**config.mk**
```make
export PLATFORM = sky130hd
export DESIGN_NAME = bresenham_line_stepper_top_flat
export DESIGN_NICKNAME = d
export VERILOG_FILES = /design/src/bls_pkg.sv /design/src/bls_intf.sv /design/src/bls_front.sv /design/src/bls_queue.sv /design/src/bls_back.sv /design/src/bresenham_line_stepper_top.sv /design/src/flat_wrapper.sv
export VERILOG_INCLUDE_DIRS = /design/src /design/src/src
export SDC_FILE = /design/constraint.sdc
export NUM_CORES = 1
export LEC_CHECK = 0
export BUFFER_PORTS_ARGS = -buffer_cell sky130_fd_sc_hd__buf_2
export CORE_ASPECT_RATIO = 0.7
export CORE_MARGIN = 2
export CORE_UTILIZATION = 55
export CTS_BUF_LIST = sky130_fd_sc_hd__clkbuf_2
export DETAILED_ROUTE_END_ITERATION = 7
export PLACE_DENSITY = 0.72
export SKIP_LAST_GASP = 1
export SLEW_MARGIN = 30
export SYNTH_ARGS = -nofsm -noshare
export SYNTH_HDL_FRONTEND = slang
export SYNTH_SLANG_ARGS = --single-unit
```
**constraint.sdc**
```tcl
create_clock -name clk -period 16.6 [get_ports clk]
set_input_delay 1.66 -clock clk [delete_from_list [all_inputs] [get_ports clk]]
set_output_delay 1.66 -clock clk [all_outputs]
set_load 0.1 [all_outputs]
```
**src/bresenham_line_stepper_top_defines.svh**
```systemverilog
// Assertion macros used by the line stepper back end.
`ifndef BRESENHAM_LINE_STEPPER_TOP_DEFINES_SVH
`define BRESENHAM_LINE_STEPPER_TOP_DEFINES_SVH

`ifndef SYNTH
`define BLS_ASSERT(lbl, clk, rst, prop) \
  lbl: assert property (@(posedge clk) disable iff (rst) prop) \
    else $error("bls: assertion failed");
`define BLS_ASSERT_NEXT(lbl, clk, rst, pre, post) \
  lbl: assert property (@(posedge clk) disable iff (rst) (pre) |=> (post)) \
    else $error("bls: assertion failed");
`else
`define BLS_ASSERT(lbl, clk, rst, prop)
`define BLS_ASSERT_NEXT(lbl, clk, rst, pre, post)
`endif

`endif

```
**src/bls_pkg.sv**
```systemverilog
// Shared constants and helpers for the line stepper.
package bls_pkg;

  localparam int DEF_COORD_BITS = 12;
  localparam int QUEUE_DEPTH    = 2;

  localparam logic ACT_START = 1'b0;
  localparam logic ACT_STEP  = 1'b1;

  // start flag, four coordinates, two flags, three decision words, pixel count
  function automatic int entry_bits(input int cb);
    return 8 * cb + 13;
  endfunction

endpackage

```
**src/bls_intf.sv**
```systemverilog
// Request and pixel channel interfaces of the line stepper.
interface bls_req_if #(parameter int COORD_BITS = bls_pkg::DEF_COORD_BITS);
  logic                         valid;
  logic                         ready;
  logic                         action;
  logic signed [COORD_BITS-1:0] start_x;
  logic signed [COORD_BITS-1:0] start_y;
  logic signed [COORD_BITS-1:0] end_x;
  logic signed [COORD_BITS-1:0] end_y;

  modport source (output valid, action, start_x, start_y, end_x, end_y, input ready);
  modport sink   (input valid, action, start_x, start_y, end_x, end_y, output ready);
endinterface

interface bls_pix_if #(parameter int COORD_BITS = bls_pkg::DEF_COORD_BITS);
  logic                         valid;
  logic                         ready;
  logic signed [COORD_BITS-1:0] pixel_x;
  logic signed [COORD_BITS-1:0] pixel_y;
  logic                         last_pixel;

  modport source (output valid, pixel_x, pixel_y, last_pixel, input ready);
  modport sink   (input valid, pixel_x, pixel_y, last_pixel, output ready);
endinterface

```
**src/bls_front.sv**
```systemverilog
// Front end: accepts requests, orders endpoints and sets up the decision terms.
module bls_front #(
  parameter int COORD_BITS = bls_pkg::DEF_COORD_BITS
) (
  input  logic                                          clk,
  input  logic                                          rst,
  bls_req_if.sink                                       req,
  output logic                                          q_valid,
  input  logic                                          q_ready,
  output logic [bls_pkg::entry_bits(COORD_BITS)-1:0]    q_data
);
  import bls_pkg::*;

  localparam int CB = COORD_BITS;
  localparam int DW = CB + 3;

  typedef struct packed {
    logic                 start;
    logic signed [CB-1:0] cur_x;
    logic signed [CB-1:0] cur_y;
    logic signed [CB-1:0] fin_x;
    logic signed [CB-1:0] fin_y;
    logic                 is_wide;
    logic                 slope_up;
    logic signed [DW-1:0] decision;
    logic signed [DW-1:0] inc_straight;
    logic signed [DW-1:0] inc_diagonal;
    logic [CB:0]          remaining;
  } entry_t;

  logic                 a_valid;
  logic                 a_action;
  logic signed [CB-1:0] a_x0, a_y0, a_x1, a_y1;
  logic [CB-1:0]        a_dx, a_ady;
  logic                 a_up;
  logic                 a_ready;

  logic                 swap;
  logic signed [CB-1:0] x0, y0, x1, y1;
  logic [CB:0]          dx_full, dyp, dyn;

  logic                 wide;
  logic [CB-1:0]        major, minor;
  entry_t               ent;

  assign swap    = req.start_x > req.end_x;
  assign x0      = swap ? req.end_x   : req.start_x;
  assign y0      = swap ? req.end_y   : req.start_y;
  assign x1      = swap ? req.start_x : req.end_x;
  assign y1      = swap ? req.start_y : req.end_y;
  assign dx_full = {x1[CB-1], x1} - {x0[CB-1], x0};
  assign dyp     = {y1[CB-1], y1} - {y0[CB-1], y0};
  assign dyn     = {y0[CB-1], y0} - {y1[CB-1], y1};

  assign a_ready   = !a_valid || q_ready;
  assign req.ready = a_ready;

  always_ff @(posedge clk) begin
    if (rst) begin
      a_valid <= 1'b0;
    end else if (a_ready) begin
      a_valid <= req.valid;
    end
    if (a_ready && req.valid) begin
      a_action <= req.action;
      a_x0     <= x0;
      a_y0     <= y0;
      a_x1     <= x1;
      a_y1     <= y1;
      a_dx     <= dx_full[CB-1:0];
      a_up     <= !dyp[CB];
      a_ady    <= dyp[CB] ? dyn[CB-1:0] : dyp[CB-1:0];
    end
  end

  assign wide  = a_dx >= a_ady;
  assign major = wide ? a_dx : a_ady;
  assign minor = wide ? a_ady : a_dx;

  always_comb begin
    ent              = '0;
    ent.start        = (a_action == ACT_START);
    ent.cur_x        = a_x0;
    ent.cur_y        = a_y0;
    ent.fin_x        = a_x1;
    ent.fin_y        = a_y1;
    ent.is_wide      = wide;
    ent.slope_up     = a_up;
    ent.decision     = $signed({2'b00, minor, 1'b0}) - $signed({3'b000, major});
    ent.inc_straight = $signed({2'b00, minor, 1'b0});
    ent.inc_diagonal = $signed({2'b00, minor, 1'b0}) - $signed({2'b00, major, 1'b0});
    ent.remaining    = {1'b0, major} + {{CB{1'b0}}, 1'b1};
  end

  assign q_valid = a_valid;
  assign q_data  = ent;
endmodule

```
**src/bls_queue.sv**
```systemverilog
// Small register FIFO between the front end and the stepper.
module bls_queue #(
  parameter int WIDTH = 8,
  parameter int DEPTH = bls_pkg::QUEUE_DEPTH
) (
  input  logic             clk,
  input  logic             rst,
  input  logic             in_valid,
  output logic             in_ready,
  input  logic [WIDTH-1:0] in_data,
  output logic             out_valid,
  input  logic             out_ready,
  output logic [WIDTH-1:0] out_data
);
  localparam int AW = (DEPTH > 1) ? $clog2(DEPTH) : 1;
  localparam int CW = $clog2(DEPTH + 1);

  logic [WIDTH-1:0] mem [DEPTH];
  logic [AW-1:0]    wr_ptr, rd_ptr;
  logic [CW-1:0]    count;
  logic             push, pop;

  assign in_ready  = count != CW'(DEPTH);
  assign out_valid = count != '0;
  assign out_data  = mem[rd_ptr];
  assign push      = in_valid && in_ready;
  assign pop       = out_valid && out_ready;

  always_ff @(posedge clk) begin
    if (rst) begin
      wr_ptr <= '0;
      rd_ptr <= '0;
      count  <= '0;
    end else begin
      if (push) begin
        wr_ptr <= (wr_ptr == AW'(DEPTH - 1)) ? '0 : wr_ptr + AW'(1);
      end
      if (pop) begin
        rd_ptr <= (rd_ptr == AW'(DEPTH - 1)) ? '0 : rd_ptr + AW'(1);
      end
      if (push && !pop) begin
        count <= count + CW'(1);
      end else if (pop && !push) begin
        count <= count - CW'(1);
      end
    end
    if (push) begin
      mem[wr_ptr] <= in_data;
    end
  end
endmodule

```
**src/bls_back.sv**
```systemverilog
// Back end: holds the active line, steps the decision value and registers pixels.
`include "bresenham_line_stepper_top_defines.svh"

module bls_back #(
  parameter int COORD_BITS = bls_pkg::DEF_COORD_BITS
) (
  input  logic                                       clk,
  input  logic                                       rst,
  input  logic                                       q_valid,
  output logic                                       q_ready,
  input  logic [bls_pkg::entry_bits(COORD_BITS)-1:0] q_data,
  bls_pix_if.source                                  pix
);
  import bls_pkg::*;

  localparam int CB = COORD_BITS;
  localparam int DW = CB + 3;

  typedef struct packed {
    logic                 start;
    logic signed [CB-1:0] cur_x;
    logic signed [CB-1:0] cur_y;
    logic signed [CB-1:0] fin_x;
    logic signed [CB-1:0] fin_y;
    logic                 is_wide;
    logic                 slope_up;
    logic signed [DW-1:0] decision;
    logic signed [DW-1:0] inc_straight;
    logic signed [DW-1:0] inc_diagonal;
    logic [CB:0]          remaining;
  } entry_t;

  entry_t               head;
  logic                 active;
  logic signed [CB-1:0] cur_x, cur_y, final_x, final_y;
  logic signed [DW-1:0] decision, inc_straight, inc_diagonal;
  logic [CB:0]          remaining;
  logic                 is_wide, slope_up;

  logic                 ov;
  logic signed [CB-1:0] px, py;
  logic                 plast;

  logic                 out_free, take, pop, emit;
  logic [CB-1:0]        ystep;

  assign head     = entry_t'(q_data);
  assign out_free = !ov || pix.ready;
  assign take     = head.start || !active || out_free;
  assign q_ready  = take;
  assign pop      = q_valid && take;
  assign emit     = pop && !head.start && active;
  assign ystep    = slope_up ? CB'(1) : '1;

  always_ff @(posedge clk) begin
    if (rst) begin
      active    <= 1'b0;
      remaining <= '0;
      ov        <= 1'b0;
    end else begin
      if (emit) begin
        ov <= 1'b1;
      end else if (pix.ready) begin
        ov <= 1'b0;
      end
      if (pop && head.start) begin
        active       <= 1'b1;
        cur_x        <= head.cur_x;
        cur_y        <= head.cur_y;
        final_x      <= head.fin_x;
        final_y      <= head.fin_y;
        is_wide      <= head.is_wide;
        slope_up     <= head.slope_up;
        decision     <= head.decision;
        inc_straight <= head.inc_straight;
        inc_diagonal <= head.inc_diagonal;
        remaining    <= head.remaining;
      end else if (emit) begin
        if (remaining <= (CB+1)'(1)) begin
          px        <= final_x;
          py        <= final_y;
          plast     <= 1'b1;
          cur_x     <= final_x;
          cur_y     <= final_y;
          remaining <= '0;
          active    <= 1'b0;
        end else begin
          px        <= cur_x;
          py        <= cur_y;
          plast     <= 1'b0;
          remaining <= remaining - (CB+1)'(1);
          if (decision > 0) begin
            cur_x    <= cur_x + CB'(1);
            cur_y    <= cur_y + ystep;
            decision <= decision + inc_diagonal;
          end else begin
            if (is_wide) begin
              cur_x <= cur_x + CB'(1);
            end else begin
              cur_y <= cur_y + ystep;
            end
            decision <= decision + inc_straight;
          end
        end
      end
    end
  end

  assign pix.valid      = ov;
  assign pix.pixel_x    = px;
  assign pix.pixel_y    = py;
  assign pix.last_pixel = plast;

  `BLS_ASSERT(a_active_count, clk, rst, active == (remaining != '0))
  `BLS_ASSERT_NEXT(a_start_arms, clk, rst, pop && head.start, active)
  `BLS_ASSERT_NEXT(a_wide_step, clk, rst, emit && is_wide && remaining > (CB+1)'(1), cur_x == $past(cur_x) + CB'(1))
endmodule

```
**src/bresenham_line_stepper_top.sv**
```systemverilog
// Line stepper: Bresenham rasterizer top level with request and pixel channels.
//
// req channel: action 0 is a start request carrying both endpoints; it loads a
// new line, abandons any line in progress and yields no pixel. action 1 is a
// step request; it yields the next pixel of the active line, or nothing when no
// line is active. A line of major delta d yields d+1 pixels; the last one is
// the exact right endpoint with last_pixel set.
// pix channel: pixel_x, pixel_y, last_pixel, valid/ready.
// A step request passes the setup register, queue and pixel register before
// its pixel shows. Throughput is one request per cycle while pix.ready is high,
// set by the single add and compare of the decision loop in the stepper.
// Reset (rst, synchronous): no line active, queue and pixel register empty.
// When pix.ready is low the pixel register holds; the queue keeps taking
// requests until it fills, then req.ready drops. Start requests and steps on an
// idle stepper drain from the queue even while the pixel side stalls.
module bresenham_line_stepper_top #(
  parameter int COORD_BITS = bls_pkg::DEF_COORD_BITS
) (
  input  logic      clk,
  input  logic      rst,
  bls_req_if.sink   req,
  bls_pix_if.source pix
);
  import bls_pkg::*;

  localparam int EW = entry_bits(COORD_BITS);

  logic          fq_valid, fq_ready;
  logic [EW-1:0] fq_data;
  logic          qb_valid, qb_ready;
  logic [EW-1:0] qb_data;

  bls_front #(.COORD_BITS(COORD_BITS)) u_front (
    .clk     (clk),
    .rst     (rst),
    .req     (req),
    .q_valid (fq_valid),
    .q_ready (fq_ready),
    .q_data  (fq_data)
  );

  bls_queue #(.WIDTH(EW), .DEPTH(QUEUE_DEPTH)) u_queue (
    .clk       (clk),
    .rst       (rst),
    .in_valid  (fq_valid),
    .in_ready  (fq_ready),
    .in_data   (fq_data),
    .out_valid (qb_valid),
    .out_ready (qb_ready),
    .out_data  (qb_data)
  );

  bls_back #(.COORD_BITS(COORD_BITS)) u_back (
    .clk     (clk),
    .rst     (rst),
    .q_valid (qb_valid),
    .q_ready (qb_ready),
    .q_data  (qb_data),
    .pix     (pix)
  );
endmodule
```
**src/flat_wrapper.sv**
```systemverilog
// flat-port wrapper written by rule: the top's interface ports become plain ports
module bresenham_line_stepper_top_flat import bls_pkg::*;
#(
  parameter int COORD_BITS = bls_pkg::DEF_COORD_BITS
)
  (clk, rst, req_valid, req_action, req_start_x, req_start_y, req_end_x, req_end_y, req_ready, pix_valid, pix_pixel_x, pix_pixel_y, pix_last_pixel, pix_ready);
  bls_req_if #(.COORD_BITS(COORD_BITS)) req_i ();
  bls_pix_if #(.COORD_BITS(COORD_BITS)) pix_i ();
  input  logic clk;
  input  logic rst;
  input wire logic [$bits(req_i.valid)-1:0] req_valid;
  input wire logic [$bits(req_i.action)-1:0] req_action;
  input wire logic [$bits(req_i.start_x)-1:0] req_start_x;
  input wire logic [$bits(req_i.start_y)-1:0] req_start_y;
  input wire logic [$bits(req_i.end_x)-1:0] req_end_x;
  input wire logic [$bits(req_i.end_y)-1:0] req_end_y;
  output wire logic [$bits(req_i.ready)-1:0] req_ready;
  output wire logic [$bits(pix_i.valid)-1:0] pix_valid;
  output wire logic [$bits(pix_i.pixel_x)-1:0] pix_pixel_x;
  output wire logic [$bits(pix_i.pixel_y)-1:0] pix_pixel_y;
  output wire logic [$bits(pix_i.last_pixel)-1:0] pix_last_pixel;
  input wire logic [$bits(pix_i.ready)-1:0] pix_ready;
  assign req_i.valid = req_valid;
  assign req_i.action = req_action;
  assign req_i.start_x = req_start_x;
  assign req_i.start_y = req_start_y;
  assign req_i.end_x = req_end_x;
  assign req_i.end_y = req_end_y;
  assign req_ready = req_i.ready;
  assign pix_valid = pix_i.valid;
  assign pix_pixel_x = pix_i.pixel_x;
  assign pix_pixel_y = pix_i.pixel_y;
  assign pix_last_pixel = pix_i.last_pixel;
  assign pix_i.ready = pix_ready;
  bresenham_line_stepper_top #(.COORD_BITS(COORD_BITS)) u_core (.clk(clk), .rst(rst), .req(req_i), .pix(pix_i));
endmodule
```
### Word level (Yosys, flattened, before mapping)

Memories as Yosys holds them, arrays and structs flattened. A register that Yosys moved wholly into a read port is not among the register bits.
Cells that the tools add are included.

* register bits: 214
* logic and storage cells: 125
* RAM bits: 212
* memories: 1
* output and inout port bits: 27
* bits of input ports: 53

* reductions and logical operators: 31
* add/subtract/negate cells: 15
* muxes and demuxes: 41
* order comparisons: 4
* bitwise logic cells: 3
* equality and inequality tests: 3

Memories
* u_core.u_queue.mem: words 2, bits a word 106, read ports 1, clocked after memory_dff 1, wr ports 1, RTL line bls_queue.sv:18 `logic [WIDTH-1:0] mem [DEPTH];`

Operators with widths (number)
* two-way mux 12 bit: 20
* two-way mux 15 bit: 4
* two-way mux 13 bit: 3
* adder 15 bit: 2
* subtractor 12 bit: 2
* greater-than comparator 15 x 1 -> 1 bit, second input constant: 1
* subtractor 13 x 12 -> 14 bit: 1
* subtractor 13 x 13 -> 14 bit: 1
* adder 12 x 1 -> 13 bit, second input constant: 1
* <= comparator 13 x 1 -> 1 bit, second input constant: 1
* subtractor 12 x 12 -> 13 bit: 1
* subtractor 13 x 1 -> 13 bit, second input constant: 1
* adder 12 bit: 1
* adder 12 x 2 -> 12 bit, second input constant: 1
* >= comparator 12 bit: 1
* greater-than comparator 12 bit: 1
* two-way mux 1 bit: 12
* AND reduction 3 bit: 4
* nonzero test 2 bit: 5
* logical AND 1 bit: 8
* zero test 1 bit: 7
* logical OR 1 bit: 4
* two-way mux 2 bit: 2
* != test 2 bit, second input constant: 2
* other kinds (7): 11

### Logic depth before layout (Yosys ltp)

* depth in word-level cells: 8
* mapped depth: 27
* depth with buffers taken out: 23

### Modules after synthesis

A second synthesis with hierarchy kept.

* cells, all modules: 1776
* area total of the unflattened synthesis: 21815.9 µm²

By module, submodules not included
* bls_queue: area each 8112.8 µm², seq. area each 6646.4 µm², cells each 363, instances 1
* bls_back: area each 6975.4 µm², seq. area each 3903.7 µm², cells each 634, instances 1
* bls_front: area each 6727.7 µm², seq. area each 2242.2 µm², cells each 779, instances 1

### Worst setup path after synthesis

Ideal clock, no wire load.

* path type: input to register
* start point: in req_end_x[9]
* end point: reg u_core.u_front.a_ady[1], data pin
* data arrival time: 6.429 ns
* slack: 9.909 ns
* library setup time: 0.262 ns
* buffers on the path: 6
* stages: 24
* data required time: 16.338 ns
* path through: inv_1 ha_1 buf_2 a211oi_2 nor2_1 a311oi_4 a31oi_2 nand2_1 buf_4 clkbuf_1 clkbuf_1 buf_1 nand2_1 nor2_1 a21oi_1 ha_1 or4_1 a31oi_1 nor3_1 o311a_1 a41oi_2 inv_2 buf_6 mux2_1

* cells in the longest elaborated chain, start to end: 4
* elaborated cells on any way between the ends: 6
* those cells by class: add/sub: 2; order compare: 1; mux: 3

Ends and longest elaborated chain
* start: declaration: RTL line flat_wrapper.sv:15 `input wire logic [$bits(req_i.end_x)-1:0] req_end_x;`
* greater-than comparator 12 bit *: RTL line bls_front.sv:46 `assign swap = req.start_x > req.end_x;`
* two-way mux 12 bit (on tied branches): RTL line bls_front.sv:50, bls_front.sv:48
* subtractor 12 x 12 -> 13 bit / subtractor 12 bit (equally long branches): RTL line bls_front.sv:52, bls_front.sv:53
* two-way mux 12 bit *: RTL line bls_front.sv:72 `a_ady <= dyp[CB] ? dyn[CB-1:0] : dyp[CB-1:0];`
* end signal: assignment: RTL line bls_front.sv:72
* end: declaration: RTL line bls_front.sv:34 `logic [CB-1:0] a_dx, a_ady;`

Mark *: on every way between the ends. The rest lies on a longest branch, timed or not.
A chain may end at the register's enable or synchronous reset.

### Worst setup path in the final report

* start point: in req_end_x[1]
* end point: reg u_core.u_front.a_ady[4], data pin

Same word-level chain as after synthesis.

==> results_dict.tcl <==
set metrics [dict create \
    status "finished, final reports clean" \
    synth_xor_area_frac 0.0372 \
    wl_met2_um 20700 \
    fp.dieW_um 239 \
    cap_violations 0 \
    p_leak_nw 8.65 \
    path_clk_slew_ns 0.11 \
    grt_first_pass_wirelength_um 80000 \
    seq_area_frac_synth 0.579 \
    postRouteAntennaNets 0 \
    yosysWarnings 0 \
    synth_compound_area_frac 0.124 \
    hpwl_um 36100 \
    hold_viol 0 \
    worst_slew_pin_slew_ns 0.999 \
    fmax_ghz 0.155 \
    vias 14900 \
    synth_cell_types 84 \
    avgViaCountPerCell 5.89 \
    layout.nets 2077 \
    power_density_nw_per_um2 166 \
    fp-row-count 60 \
    dieHeight_um 168 \
    grt_pass1_vias 13900 \
    rsz0062_at_grt "false" \
    dominantRegCellSynth "edfxtp_1" \
    cp_cell_sequence "buf_2 -> inv_1 -> ha_1 -> nor2b_1 -> o31ai_1 -> a21o_2 -> a31oi_2 -> nand2_2 -> buf_4 -> nand2_1 -> nor2_1 -> a21oi_1 -> ha_1 -> or4_1 -> a31oi_1 -> nor3_1 -> o311a_1 -> a41oi_2 -> inv_2 -> a221oi_1 -> a21oi_1 -> xnor2_1" \
    post-route-util 0.601 \
    worstPathArrival_ns 7.13 \
    synthMuxAreaShare 0.0663 \
    crit_fanout 64 \
    firstDrtPassIters 5 \
    final_layout_size_suffix_gt1_frac 0.169 \
    endpoint_kind "flop" \
    crit_type "input port to flop" \
    async_reset_ff_frac 0 \
    postSynthNetCount 1960 \
    tritoncts "done" \
    hold_path_class "flop to flop" \
    synth_top_area_share 0.559 \
    tns_ns 0 \
    clockBufferDepth 3 \
    period_minus_slack_ns 6.44 \
    htreeDepth 3 \
    postCtsSetupBuffers 0 \
    overflow 0 \
    cp-start-kind "input port" \
    holdBufCountCts 0 \
    grt_use_total 0.261 \
    root_buffer "clkbuf_2" \
    drt-met1-wl_um 25200 \
    coreArea_um2 38200 \
    synth.area.top_cells "edfxtp_1 (56%), nand2_1 (4.5%), ha_1 (4.0%)" \
    multiInputGateArea_um2 8380 \
    met3_length_um 4760 \
    fillCellCount 3113 \
    top_layer_used "met4" \
    finClkSkew_ns 0.0876 \
    cpMaxStageDelayCell "or4_1" \
    initial_core_util 0.555 \
    drt-total-wl_um 51600 \
    synth-simple-area-share 0.120 \
    cts_resized 0 \
    yosysTopAreaCell "edfxtp_1" \
    syn-cell-area_um2 21200 \
    layout_commonest_cell "edfxtp_1" \
    area_growth_pct 8.28 \
    synth_seq_cells 416 \
    mostFrequentLayoutCells "edfxtp_1 (395), nand2_1 (251), clkbuf_2 (131)" \
    regArea_um2 12300 \
    die_area_um2 40200 \
    pin_count 80 \
    drt-wirelength-per-cell_um 20.5 \
    drc 0 \
    grt_start_max_net_pins 75 \
    finalCritPeriodShare 0.388 \
    io_buffers 79 \
    cp_slowest_stage_delay_ns 0.53 \
    relSlewSlack 0.327 \
    place_congestion 0.958 \
    worstSkewPairLatency_ns 1.01 \
    antenna_found_initial 5 \
    synthCells 1837 \
    numCtsBuffers 97 \
    total_power_w 0.00381 \
    required_ns 17.30 \
    drtIter0Drc 1448 \
    avgSynthCellArea_um2 11.5 \
    slew_violations 0 \
    synth_top_family_by_area "compound AO/OA/AOI/OAI gates" \
    max-vdd-ir-drop_uv 89.0 \
    clock_sinks 416 \
    synth_edf_count 395 \
    setup_viol 0 \
    synth_adder_area_share 0.0457 \
]
-- state kept, by name, summed over array words and instances (netlist names), 2 cells and up, named ones only --
| register | count |
|---|---|
| u_core.u_front.a_x1 | 12 |
| u_core.u_front.a_ady | 12 |
| u_core.u_back.inc_diagonal | 13 |
| u_core.u_back.decision | 15 |
| u_core.u_back.cur_x | 12 |
| u_core.u_front.a_dx | 12 |
| u_core.u_queue.mem | 206 |
| u_core.u_back.pix.pixel_y | 12 |
| u_core.u_back.cur_y | 12 |
| u_core.u_back.pix.pixel_x | 12 |
| u_core.u_front.a_y1 | 12 |
| u_core.u_back.final_y | 12 |
| u_core.u_front.a_x0 | 12 |
| u_core.u_back.final_x | 12 |
| u_core.u_back.remaining | 13 |
| u_core.u_front.a_y0 | 12 |
| u_core.u_queue.count | 2 |
| u_core.u_back.inc_straight | 12 |
-- per-stage QoR --
stage               setup slack (ns)  instances  hold WS, ns  cell area [um2]
floorplan                       9.91       1837        0.421            21200
finish                         10.16       2523        0.416            23000
global placement                9.47       2351        0.425            22100
global route                    9.85       2523        0.434            23000
CTS                            10.33       2519        0.395            23000
detailed placement              9.28       2351        0.429            22100
-- cell type report --
cell class	instances	share of cell area
clock buffers	131	0.0285
repair buffers	98	0.0236
diodes	4	0.000436
flip-flops and latches	416	0.535
inverters	71	0.0116
well taps	496	0.0270
multi-input cells	1270	0.365
clock inverters	37	0.00921
-- worst paths after layout --
check / start / to / slack [ns] / cells past startpoint
setup / recovery: req_end_x[1] / u_core.u_front.a_ady[4] / 10.16 / 22
setup reg to reg: u_core.u_front.a_ady[1] / u_core.u_queue.mem[0][52] / 10.71 / 24
hold / removal: u_core.u_front.a_y1[5] / u_core.u_queue.mem[1][62] / 0.42 / 0
hold reg to reg: u_core.u_front.a_y1[5] / u_core.u_queue.mem[1][62] / 0.42 / 0
-- report_power, final --
part / internal [W] / switching, W / leakage (nW)
registers: 0.00150 / 0.000113 / 3.84
logic: 0.000571 / 0.000983 / 4.17
clock network: 0.000248 / 0.000397 / 0.644
total: 0.00232 / 0.00149 / 8.65
-- routing by layer --
metal	GRT usage	up-vias
met5	0	-
met4	0.0813	0
met3	0.0767	59
met2	0.336	583
met1	0.415	7134
li1	-	7080
-- cell usage after synthesis (all sizes together), types with 5 or more instances --
cell / count
a211oi: 13
a21o: 18
a21oi: 119
a221oi: 7
a311oi: 5
a31oi: 17
and2: 5
and3: 7
and4: 6
buf: 22
clkbuf: 58
dfxtp: 21
edfxtp: 395
ha: 67
inv: 71
maj3: 7
mux2: 68
mux2i: 64
nand2: 252
nand2b: 31
nand3: 42
nand4: 7
nor2: 106
nor2b: 31
nor3: 32
nor4: 8
o211ai: 10
o21a: 7
o21ai: 127
o21bai: 17
o22ai: 13
o31a: 6
o31ai: 14
or2: 8
or3: 12
xnor2: 53
xor2: 37
-- logic make-up (layout without fill, tap and decap cells) --
kind of cell / after synthesis / in the layout
buffers and inverters: 151 / 337
AO/OA/AOI/OAI: 414 / 414
XOR/XNOR: 90 / 90
other: 0 / 4
flip-flops: 416 / 416
multiplexers: 132 / 132
AND/OR/NAND/NOR: 557 / 557
adder cells (fa/ha/maj): 77 / 77
-- worst max-delay path, delay by kind of cell --
kind / cells / cell delay, ns
compound gates: 9 / 2.61
xor+xnor: 1 / 0.13
fa+ha+maj: 2 / 0.55
buf+inv: 4 / 0.89
simple gates: 6 / 1.26
No activity file was read; power rests on OpenSTA's default activity.
